==> config.mk <==
export PLATFORM = sky130hd
export DESIGN_NAME = sbnfhc_parse
export DESIGN_NICKNAME = d
export VERILOG_FILES = /design/src/rtl/core/sbnfhc_pkg.sv /design/src/rtl/core/sbnfhc_parse.sv
export SDC_FILE = /design/constraint.sdc
export NUM_CORES = 1
export LEC_CHECK = 0
export BUFFER_PORTS_ARGS = -buffer_cell sky130_fd_sc_hd__buf_2
export CORE_MARGIN = 2
export CORE_UTILIZATION = 23
export CTS_CLUSTER_SIZE = 12
export DETAILED_ROUTE_END_ITERATION = 6
export HOLD_SLACK_MARGIN = 0.1
export SETUP_SLACK_MARGIN = 0.2
export SLEW_MARGIN = 20
export SYNTH_ARGS = -nofsm -noshare
export SYNTH_HDL_FRONTEND = slang
export SYNTH_SLANG_ARGS = --single-unit
==> constraint.sdc <==
create_clock -name clk -period 4.9 [get_ports clk]
set_input_delay 0.245 -clock clk [delete_from_list [all_inputs] [get_ports clk]]
set_output_delay 0.245 -clock clk [all_outputs]
set_load 0.005 [all_outputs]
==> src/rtl/core/sbnfhc_pkg.sv <==
`timescale 1ns / 1ps
// ----------------------------------------------------------------------------
// sbnfhc_pkg: shared types and constants of the frame header checker
// Word types on both channels, the record from parser to evaluator,
// configuration register indexes and frame header offsets.
// ----------------------------------------------------------------------------
package sbnfhc_pkg;

  // Frame layout, in bytes
  localparam int FL_SIZE = 16;
  localparam int PD_SIZE = 16;
  localparam int PS_SIZE = 36;
  localparam int SUM_BYTES = FL_SIZE - 2;
  localparam int DATA_OFF_SHORT = FL_SIZE + PD_SIZE;
  localparam int DATA_OFF_LONG  = FL_SIZE + PD_SIZE + PS_SIZE;

  // Byte positions of the decoded fields
  localparam int POS_COMMAND  = 4;
  localparam int POS_STREAM   = 5;
  localparam int POS_FSEQ_LO  = 8;
  localparam int POS_FSEQ_HI  = 11;
  localparam int POS_CSUM_LO  = 14;
  localparam int POS_CSUM_HI  = 15;
  localparam int POS_TTYPE    = 17;
  localparam int POS_BLOCK_LO = 20;
  localparam int POS_BLOCK_HI = 21;
  localparam int POS_CTRL_LO  = 22;
  localparam int POS_CTRL_HI  = 23;
  localparam int POS_SIZE_LO  = 24;
  localparam int POS_SIZE_HI  = 25;
  localparam int POS_PSEQ_LO  = 28;
  localparam int POS_PSEQ_HI  = 31;

  // Width of the length comparison: frame length and offset plus data size
  localparam int LEN_W = 17;

  // Configuration register indexes
  localparam logic [1:0] CFG_DT_CMD   = 2'd0;
  localparam logic [1:0] CFG_COMP_MSK = 2'd1;
  localparam logic [1:0] CFG_CCB_LEN  = 2'd2;
  localparam logic [1:0] CFG_WMO_MIN  = 2'd3;

  // Configuration reset values
  localparam logic [7:0] RST_DT_CMD   = 8'd3;
  localparam logic [7:0] RST_COMP_MSK = 8'd2;
  localparam logic [7:0] RST_CCB_LEN  = 8'd24;
  localparam logic [7:0] RST_WMO_MIN  = 8'd18;

  typedef enum logic [1:0] {
    ST_OK   = 2'd0,
    ST_CSUM = 2'd1,
    ST_BAD  = 2'd2
  } status_t;

  typedef struct packed {
    logic [7:0] data_transfer_command;
    logic [7:0] compressed_mask;
    logic [7:0] ccb_length;
    logic [7:0] wmo_min_length;
  } cfg_t;

  typedef struct packed {
    logic [7:0] data_byte;
    logic       last_byte;
  } in_word_t;

  typedef struct packed {
    status_t     status;
    logic [7:0]  command;
    logic [7:0]  data_stream;
    logic [31:0] frame_sequence;
    logic [15:0] block_index;
    logic [15:0] ctrl_length;
    logic [15:0] payload_length;
    logic [31:0] product_sequence;
    logic        is_compressed;
    logic        has_ccb;
    logic        needs_inflate;
    logic        has_spec_header;
  } out_word_t;

  // Everything the evaluator needs about one finished frame
  typedef struct packed {
    logic        sum_match;
    logic        too_long;
    logic        short_fl;
    logic        short_pd;
    logic        short_ps;
    logic        len_match;
    logic [7:0]  command;
    logic [7:0]  stream;
    logic [31:0] frame_seq;
    logic [7:0]  xfer_kind;
    logic [15:0] block_index;
    logic [15:0] ctrl_length;
    logic [15:0] payload_length;
    logic [31:0] product_seq;
    logic [7:0]  first_data;
  } frame_rec_t;

endpackage

==> src/rtl/core/sbnfhc_parse.sv <==
`timescale 1ns / 1ps
// ----------------------------------------------------------------------------
// sbnfhc_parse: byte parser
// Counts bytes, sums the frame header, captures the header fields and
// pushes one frame record into the queue on the final byte.
// ----------------------------------------------------------------------------
module sbnfhc_parse
  import sbnfhc_pkg::*;
#(
  parameter int MAX_FRAME_BYTES = 8192
) (
  input  logic       clk,
  input  logic       rst_n,
  input  logic       in_valid,
  output logic       in_ready,
  input  in_word_t   in_data,
  output logic       rec_push,
  input  logic       rec_ready,
  output frame_rec_t rec_data
);

  localparam int PW = $clog2(MAX_FRAME_BYTES + 2);

  logic [PW-1:0] pos_r, pos_nxt, n_upd;
  logic [15:0]   sum_r, sum_nxt, sum_upd;
  logic [15:0]   csum_r, csum_nxt, csum_upd;
  logic [7:0]    cmd_r, cmd_nxt, cmd_upd;
  logic [7:0]    strm_r, strm_nxt, strm_upd;
  logic [31:0]   fseq_r, fseq_nxt, fseq_upd;
  logic [7:0]    ttype_r, ttype_nxt, ttype_upd;
  logic [15:0]   blk_r, blk_nxt, blk_upd;
  logic [15:0]   ctl_r, ctl_nxt, ctl_upd;
  logic [15:0]   dbs_r, dbs_nxt, dbs_upd;
  logic [31:0]   pseq_r, pseq_nxt, pseq_upd;
  logic [7:0]    fdb_r, fdb_nxt, fdb_upd;
  logic [LEN_W-1:0] data_off;
  logic          accept;
  logic [7:0]    b;

  assign in_ready = rec_ready;
  assign accept   = in_valid && in_ready;
  assign rec_push = accept && in_data.last_byte;
  assign b        = in_data.data_byte;

  // Fold the current word into the frame state
  always_comb begin
    sum_upd   = sum_r;
    csum_upd  = csum_r;
    cmd_upd   = cmd_r;
    strm_upd  = strm_r;
    fseq_upd  = fseq_r;
    ttype_upd = ttype_r;
    blk_upd   = blk_r;
    ctl_upd   = ctl_r;
    dbs_upd   = dbs_r;
    pseq_upd  = pseq_r;
    fdb_upd   = fdb_r;
    if (pos_r < PW'(SUM_BYTES)) begin
      sum_upd = sum_r + {8'd0, b};
    end
    if (pos_r == PW'(POS_COMMAND)) begin
      cmd_upd = b;
    end
    if (pos_r == PW'(POS_STREAM)) begin
      strm_upd = b;
    end
    if (pos_r >= PW'(POS_FSEQ_LO) && pos_r <= PW'(POS_FSEQ_HI)) begin
      fseq_upd = {fseq_r[23:0], b};
    end
    if (pos_r == PW'(POS_CSUM_LO) || pos_r == PW'(POS_CSUM_HI)) begin
      csum_upd = {csum_r[7:0], b};
    end
    if (pos_r == PW'(POS_TTYPE)) begin
      ttype_upd = b;
    end
    if (pos_r == PW'(POS_BLOCK_LO) || pos_r == PW'(POS_BLOCK_HI)) begin
      blk_upd = {blk_r[7:0], b};
    end
    if (pos_r == PW'(POS_CTRL_LO) || pos_r == PW'(POS_CTRL_HI)) begin
      ctl_upd = {ctl_r[7:0], b};
    end
    if (pos_r == PW'(POS_SIZE_LO) || pos_r == PW'(POS_SIZE_HI)) begin
      dbs_upd = {dbs_r[7:0], b};
    end
    if (pos_r >= PW'(POS_PSEQ_LO) && pos_r <= PW'(POS_PSEQ_HI)) begin
      pseq_upd = {pseq_r[23:0], b};
    end
    // First data byte sits after the spec header on block 0
    if (pos_r == ((blk_upd == 16'd0) ? PW'(DATA_OFF_LONG) : PW'(DATA_OFF_SHORT))) begin
      fdb_upd = b;
    end
    // Saturate the byte count one past the frame limit
    n_upd = (pos_r <= PW'(MAX_FRAME_BYTES)) ? pos_r + PW'(1) : pos_r;
  end

  // Build the record for the evaluator
  always_comb begin
    data_off = (blk_upd == 16'd0) ? LEN_W'(DATA_OFF_LONG) : LEN_W'(DATA_OFF_SHORT);
    rec_data.sum_match      = (sum_upd == csum_upd);
    rec_data.too_long       = (n_upd > PW'(MAX_FRAME_BYTES));
    rec_data.short_fl       = (n_upd < PW'(FL_SIZE));
    rec_data.short_pd       = (n_upd < PW'(DATA_OFF_SHORT));
    rec_data.short_ps       = (n_upd < PW'(DATA_OFF_LONG));
    rec_data.len_match      = (LEN_W'(n_upd) == data_off + LEN_W'(dbs_upd));
    rec_data.command        = cmd_upd;
    rec_data.stream         = strm_upd;
    rec_data.frame_seq      = fseq_upd;
    rec_data.xfer_kind      = ttype_upd;
    rec_data.block_index    = blk_upd;
    rec_data.ctrl_length    = ctl_upd;
    rec_data.payload_length = dbs_upd;
    rec_data.product_seq    = pseq_upd;
    rec_data.first_data     = fdb_upd;
  end

  // Advance on each word, clear after the final one
  always_comb begin
    pos_nxt   = pos_r;
    sum_nxt   = sum_r;
    csum_nxt  = csum_r;
    cmd_nxt   = cmd_r;
    strm_nxt  = strm_r;
    fseq_nxt  = fseq_r;
    ttype_nxt = ttype_r;
    blk_nxt   = blk_r;
    ctl_nxt   = ctl_r;
    dbs_nxt   = dbs_r;
    pseq_nxt  = pseq_r;
    fdb_nxt   = fdb_r;
    if (accept) begin
      if (in_data.last_byte) begin
        pos_nxt   = '0;
        sum_nxt   = '0;
        csum_nxt  = '0;
        cmd_nxt   = '0;
        strm_nxt  = '0;
        fseq_nxt  = '0;
        ttype_nxt = '0;
        blk_nxt   = '0;
        ctl_nxt   = '0;
        dbs_nxt   = '0;
        pseq_nxt  = '0;
        fdb_nxt   = '0;
      end else begin
        pos_nxt   = n_upd;
        sum_nxt   = sum_upd;
        csum_nxt  = csum_upd;
        cmd_nxt   = cmd_upd;
        strm_nxt  = strm_upd;
        fseq_nxt  = fseq_upd;
        ttype_nxt = ttype_upd;
        blk_nxt   = blk_upd;
        ctl_nxt   = ctl_upd;
        dbs_nxt   = dbs_upd;
        pseq_nxt  = pseq_upd;
        fdb_nxt   = fdb_upd;
      end
    end
  end

  always_ff @(posedge clk) begin
    if (!rst_n) begin
      pos_r   <= '0;
      sum_r   <= '0;
      csum_r  <= '0;
      cmd_r   <= '0;
      strm_r  <= '0;
      fseq_r  <= '0;
      ttype_r <= '0;
      blk_r   <= '0;
      ctl_r   <= '0;
      dbs_r   <= '0;
      pseq_r  <= '0;
      fdb_r   <= '0;
    end else begin
      pos_r   <= pos_nxt;
      sum_r   <= sum_nxt;
      csum_r  <= csum_nxt;
      cmd_r   <= cmd_nxt;
      strm_r  <= strm_nxt;
      fseq_r  <= fseq_nxt;
      ttype_r <= ttype_nxt;
      blk_r   <= blk_nxt;
      ctl_r   <= ctl_nxt;
      dbs_r   <= dbs_nxt;
      pseq_r  <= pseq_nxt;
      fdb_r   <= fdb_nxt;
    end
  end

endmodule

Word-level counts from Yosys, hierarchy flattened
Index checks and enable logic that the tools add are counted.
{"block": "classes", "add_sub_neg": 3, "n_lt_le_gt_ge": 10, "n_eq_ne": 14, "muxes": 26, "reduce_logical": 9}
{"operator": "16-bit 2-to-1 mux", "n": 10}
{"operator": "32-bit 2-to-1 mux", "n": 4}
{"operator": "14-bit by 5-bit equality test with 1-bit output, second input constant", "n": 7}
{"operator": "8-bit 2-to-1 mux", "n": 8}
{"operator": "14-bit by 3-bit equality test with 1-bit output, second input constant", "n": 2}
{"operator": "14-bit by 4-bit equality test with 1-bit output, second input constant", "n": 2}
{"operator": "14-bit 2-to-1 mux", "n": 2}
{"operator": "7-bit by 16-bit adder with 17-bit output", "n": 1}
{"operator": "14-bit by 17-bit equality test with 1-bit output", "n": 1}
{"operator": "16-bit by 8-bit adder with 16-bit output", "n": 1}
{"operator": "16-bit equality test", "n": 1}
{"operator": "16-bit zero test", "n": 1}
{"operator": "14-bit by 1-bit adder with 14-bit output, second input constant", "n": 1}
{"operator": "14-bit by 7-bit equality test with 1-bit output", "n": 1}
{"operator": "14-bit by 4-bit >= comparator with 1-bit output, second input constant", "n": 1}
{"operator": "14-bit by 5-bit >= comparator with 1-bit output, second input constant", "n": 1}
{"operator": "14-bit greater-than comparator, second input constant", "n": 1}
{"operator": "14-bit <= comparator, second input constant", "n": 1}
{"operator": "14-bit by 4-bit <= comparator with 1-bit output, second input constant", "n": 1}
{"operator": "14-bit by 5-bit <= comparator with 1-bit output, second input constant", "n": 1}
{"operator": "14-bit by 4-bit < comparator with 1-bit output, second input constant", "n": 1}
{"operator": "14-bit by 5-bit < comparator with 1-bit output, second input constant", "n": 1}
{"operator": "14-bit by 6-bit < comparator with 1-bit output, second input constant", "n": 1}
{"operator": "14-bit by 7-bit < comparator with 1-bit output, second input constant", "n": 1}
{"operator": "3 further kinds", "n": 10}
{"block": "totals", "reg_bits": 190, "inputBits": 13, "out_inout_bits": 152, "wordCells": 74}

Depth between registers and ports, before layout
{"block": "logic_depth", "depth_word": 8, "mapped_depth": 20, "mapped_depth_nobuf": 18}

Least setup slack after synthesis
OpenSTA, ideal clock, no wires.
{"block": "synth_path", "path_type": "reg2out", "startpoint": "register pos_r[1]", "endpoint": "output rec_data[144] (netlist name)", "t_arrival_ps": 3964, "required_ps": 4655, "path_slack_ps": 691, "stages_incl_launch_ff": 21, "n_path_buf": 2, "cell_sequence": "dfxtp_1 clkbuf_1 inv_1 ha_1 or2_2 and3_1 buf_6 mux2_4 nor4_1 and3_2 inv_1 ha_1 nand2_1 o21ai_0 nand4_1 a21oi_1 nor2_1 o21ai_0 o311a_1 o2111ai_1 nor4_1"}
{"item": "start, declared", "line_no": "sbnfhc_parse.sv:24", "text": "logic [PW-1:0] pos_r, pos_nxt, n_upd;"}
{"item": "start signal, assigned", "line_no": "sbnfhc_parse.sv:176", "text": "pos_r <= pos_nxt;"}
{"item": "end, declared", "line_no": "sbnfhc_parse.sv:19", "text": "output frame_rec_t rec_data"}

==> insert_results.sql <==
INSERT INTO impl_metrics (metric_group, metric, value, unit) VALUES
('run_status', 'status', 'completed', ''),
('drt', 'first_iter_violations', '553', ''),
('grt', 'global_route_wire_length_before_repair', '55300', 'um'),
('synth', 'synth_area_leaders', 'sky130_fd_sc_hd__dfxtp_1 34%, sky130_fd_sc_hd__mux2_2 12%, sky130_fd_sc_hd__a22oi_1 11%', ''),
('setup_path', 'worst-endpoint-arrival', '4380', 'ps'),
('synth', 'synth-async-reset-ratio', '0', '%'),
('synth', 'post_synth_most_frequent_cells', '190 x sky130_fd_sc_hd__dfxtp_1, 169 x sky130_fd_sc_hd__nor2b_1, 161 x sky130_fd_sc_hd__a22oi_1', ''),
('clocking', 'cts_tree', 'yes', ''),
('synth', 'synthesis.area_per_instance', '8.96', 'um2'),
('synth', 'synthDistinctLibCells', '59', ''),
('clocking', 'clk_pin_slew_worst_paths', '80', 'ps'),
('drt', 'drt_pass1_iterations', '5', ''),
('grt', 'grt.met3_usage', '3.95', '%'),
('power_and_ir_drop', 'power_per_cell_area', '249', 'nW/um2'),
('power_and_ir_drop', 'vdd_drop_max', '281', 'uV'),
('setup_path', 'end_kind', 'primary output', ''),
('setup_path', 'rr_startpoint', 'pos_r[11]', ''),
('cells_and_area', 'antenna_cells_inserted', '0', ''),
('floorplan', 'io-pin-count', '165', ''),
('placed_design', 'gp_congestion', '0.823', ''),
('drt', 'post_drt_wl_per_cell', '18.3', 'um'),
('timing', 'timing.setup.tns', '0', 'ps'),
('cells_and_area', 'fill_cells', '4991', ''),
('placed_design', 'dpl-instance-area', '12500', 'um2'),
('grt', 'first_global_vias', '9334', ''),
('worst_hold_path', 'min_path_cells', '3', ''),
('synth', 'synth.top_cell.area_share', '34.4', '%'),
('worst_hold_path', 'min-delay-path-class', 'primary input to flip-flop', ''),
('timing', 'fmax', '0.216', 'GHz'),
('worst_hold_path', 'hold_path_end', 'fdb_r[7]', ''),
('floorplan', 'die_h', '223', 'um'),
('drt', 'post-route-drc-count', '0', ''),
('placed_design', 'numPlacedInstances', '1944', ''),
('timing', 'finalClockSkew', '8.86', 'ps'),
('synth', 'yosysWarningCount', '0', ''),
('floorplan', 'die_area', '49800', 'um2'),
('synth', 'synthesis.area', '11000', 'um2'),
('synth', 'yosys.area.top_type', 'sky130_fd_sc_hd__dfxtp_1', ''),
('clocking', 'cts-buffers-inserted', '17', ''),
('setup_path', 'reg2reg_depth', '11', ''),
('synth', 'ys.flop_type', 'sky130_fd_sc_hd__dfxtp_1', ''),
('synth', 'synth_cells', '1233', ''),
('timing', 'setup-violations-final', '0', ''),
('timing', 'rsz_0062_raised_after_global_routing', 'yes', ''),
('cells_and_area', 'instances_no_fill', '1987', ''),
('synth', 'yosys.cell_count.top_type', 'sky130_fd_sc_hd__dfxtp_1', ''),
('grt', 'grtUsageMet1', '18.3', '%'),
('power_and_ir_drop', 'totalPowerFinal', '0.00333', 'W'),
('clocking', 'tritoncts_num_sinks', '190', ''),
('placed_design', 'dp.final_hpwl', '25100', 'um'),
('floorplan', 'coreArea', '47500', 'um2'),
('setup_path', 'r2r_setup_slack', '1570', 'ps'),
('clocking', 'cts.path.max_buffers', '2', ''),
('grt', 'grt_util_met2', '22.6', '%'),
('drt', 'routed_wl', '36400', 'um'),
('setup_path', 'reg2reg_to', 'fdb_r[5]', ''),
('grt', 'grt_max_degree', '117', ''),
('cells_and_area', 'areaGrowthSynthToFinish', '21.1', '%'),
('cells_and_area', 'numnets_final', '1389', ''),
('setup_path', 'cp_max_fo', '6', ''),
('drt', 'drtAntennaViolNets', '0', ''),
('drt', 'vias_per_cell', '4.89', ''),
('drt', 'vias', '9718', ''),
('timing', 'final.min_clock_period', '4620', 'ps'),
('synth', 'synth.yosys.seq_area_share', '34.4', '%'),
('grt', 'initial_antenna_violation_count', '1', ''),
('run', 'max-cap-violations', '0', ''),
('setup_path', 'critical_path_startpoint_category', 'flip-flop', ''),
('placed_design', 'place.port_buffers', '164', ''),
('timing', 'final_min_period_over_clock_period', '94.3', '%'),
('clocking', 'hold_bufs_at_cts', '0', '');
[layout make-up]
class                      count  area, um2  area share, %
clock buffer                  19        453           3.39
clock inverter                13        201           1.51
inverter                       9       33.8          0.253
multi-input combinational    931       6920           51.8
sequential                   190       3810           28.5
tap                          615        769           5.75
timing repair buffer         210       1180           8.83
[cell families after synthesis]
family	synth area share [%]
AO/OA/AOI/OAI	17.2
XOR/XNOR	4.41
adder cells (fa/ha/maj)	1.99
buffers and inverters	4.18
flip-flops	34.4
multiplexers	15.6
AND/OR/NAND/NOR	22.2
[worst max-delay path, cell delays in order, from the launching register on]
cell	delay (ps)
sky130_fd_sc_hd__dfxtp_4	370
sky130_fd_sc_hd__nor4_4	310
sky130_fd_sc_hd__and3_4	240
sky130_fd_sc_hd__and3_4	240
sky130_fd_sc_hd__mux2_4	320
sky130_fd_sc_hd__nor4_1	250
sky130_fd_sc_hd__and3_2	250
sky130_fd_sc_hd__inv_2	50
sky130_fd_sc_hd__ha_4	280
sky130_fd_sc_hd__nand2_1	60
sky130_fd_sc_hd__o21ai_1	170
sky130_fd_sc_hd__nand4_1	130
sky130_fd_sc_hd__a21oi_2	210
sky130_fd_sc_hd__nor2_1	80
sky130_fd_sc_hd__o21ai_1	150
sky130_fd_sc_hd__o311a_1	200
sky130_fd_sc_hd__o2111ai_2	110
sky130_fd_sc_hd__nor4_2	250
sky130_fd_sc_hd__buf_4	150
sky130_fd_sc_hd__buf_2	110
[how the worst max path moves through the flow]
stage	startpoint	to	slack, ps	cells after the start
global route	pos_r[11]	rec_data[144]	40	19
global placement	pos_r[8]	rec_data[144]	200	19
finish	pos_r[11]	rec_data[144]	280	19
detailed placement	pos_r[8]	rec_data[144]	160	19
CTS	pos_r[0]	rec_data[144]	190	20
floorplan	pos_r[1]	rec_data[144]	690	20
[stage by stage]
step | util [%] | setup WS, ps
5_1_grt | 28.1 | 37.6
4_1_cts | 27.9 | 190
3_5_place_dp | 26.3 | 165
6_report | 28.1 | 277
2_1_floorplan | - | 691
3_3_place_gp | 26.3 | 197
[repair_timing]
item | 4_1_cts | 5_1_grt
resized for setup | 13 | 16
buffers inserted | 3 | 8
setup endpoints to repair | 1 | 2
pin swaps | 6 | 13
[flip-flops by register name (all words and copies together), names as in the netlist, 14 cells and up]
name and flops:
blk_r 16, csum_r 16, ctl_r 16, dbs_r 16, fseq_r 32, pos_r 14
pseq_r 32, sum_r 16
[metal layers]
layer | wire [um] | up-vias
met5 | 8 | -
met4 | 754 | 2
met3 | 2330 | 44
met2 | 16600 | 244
met1 | 16700 | 4721
li1 | - | 4707
[power breakdown]
part	switching [W]	internal, W
Combinational	0.000142	0.0000629
Clock	0.000685	0.000896
Sequential	0.00000256	0.00154
Total	0.000829	0.00250
[layout by cell type (no fill, tap or decap), drive strengths merged, types with 2 or more instances in the layout]
cell / instances
mux2: 123
dfxtp: 190
nand4: 13
nor2: 37
o311a: 2
nor3: 16
or3: 8
o31ai: 3
and4: 2
nand2b: 4
inv: 14
clkbuf: 19
mux2i: 31
clkinv: 3
nand3: 29
xnor2: 30
nor2b: 169
o211ai: 9
nor4: 12
a31oi: 10
buf: 210
nor3b: 3
nand4b: 17
and2: 21
o21ai: 52
nor4b: 3
and3: 12
nand2: 78
a21boi: 7
a211oi: 3
bufinv: 4
ha: 16
a21oi: 15
a22oi: 161
xor2: 23
or2: 4
a21o: 5
Power figures use the tool's default switching activity.
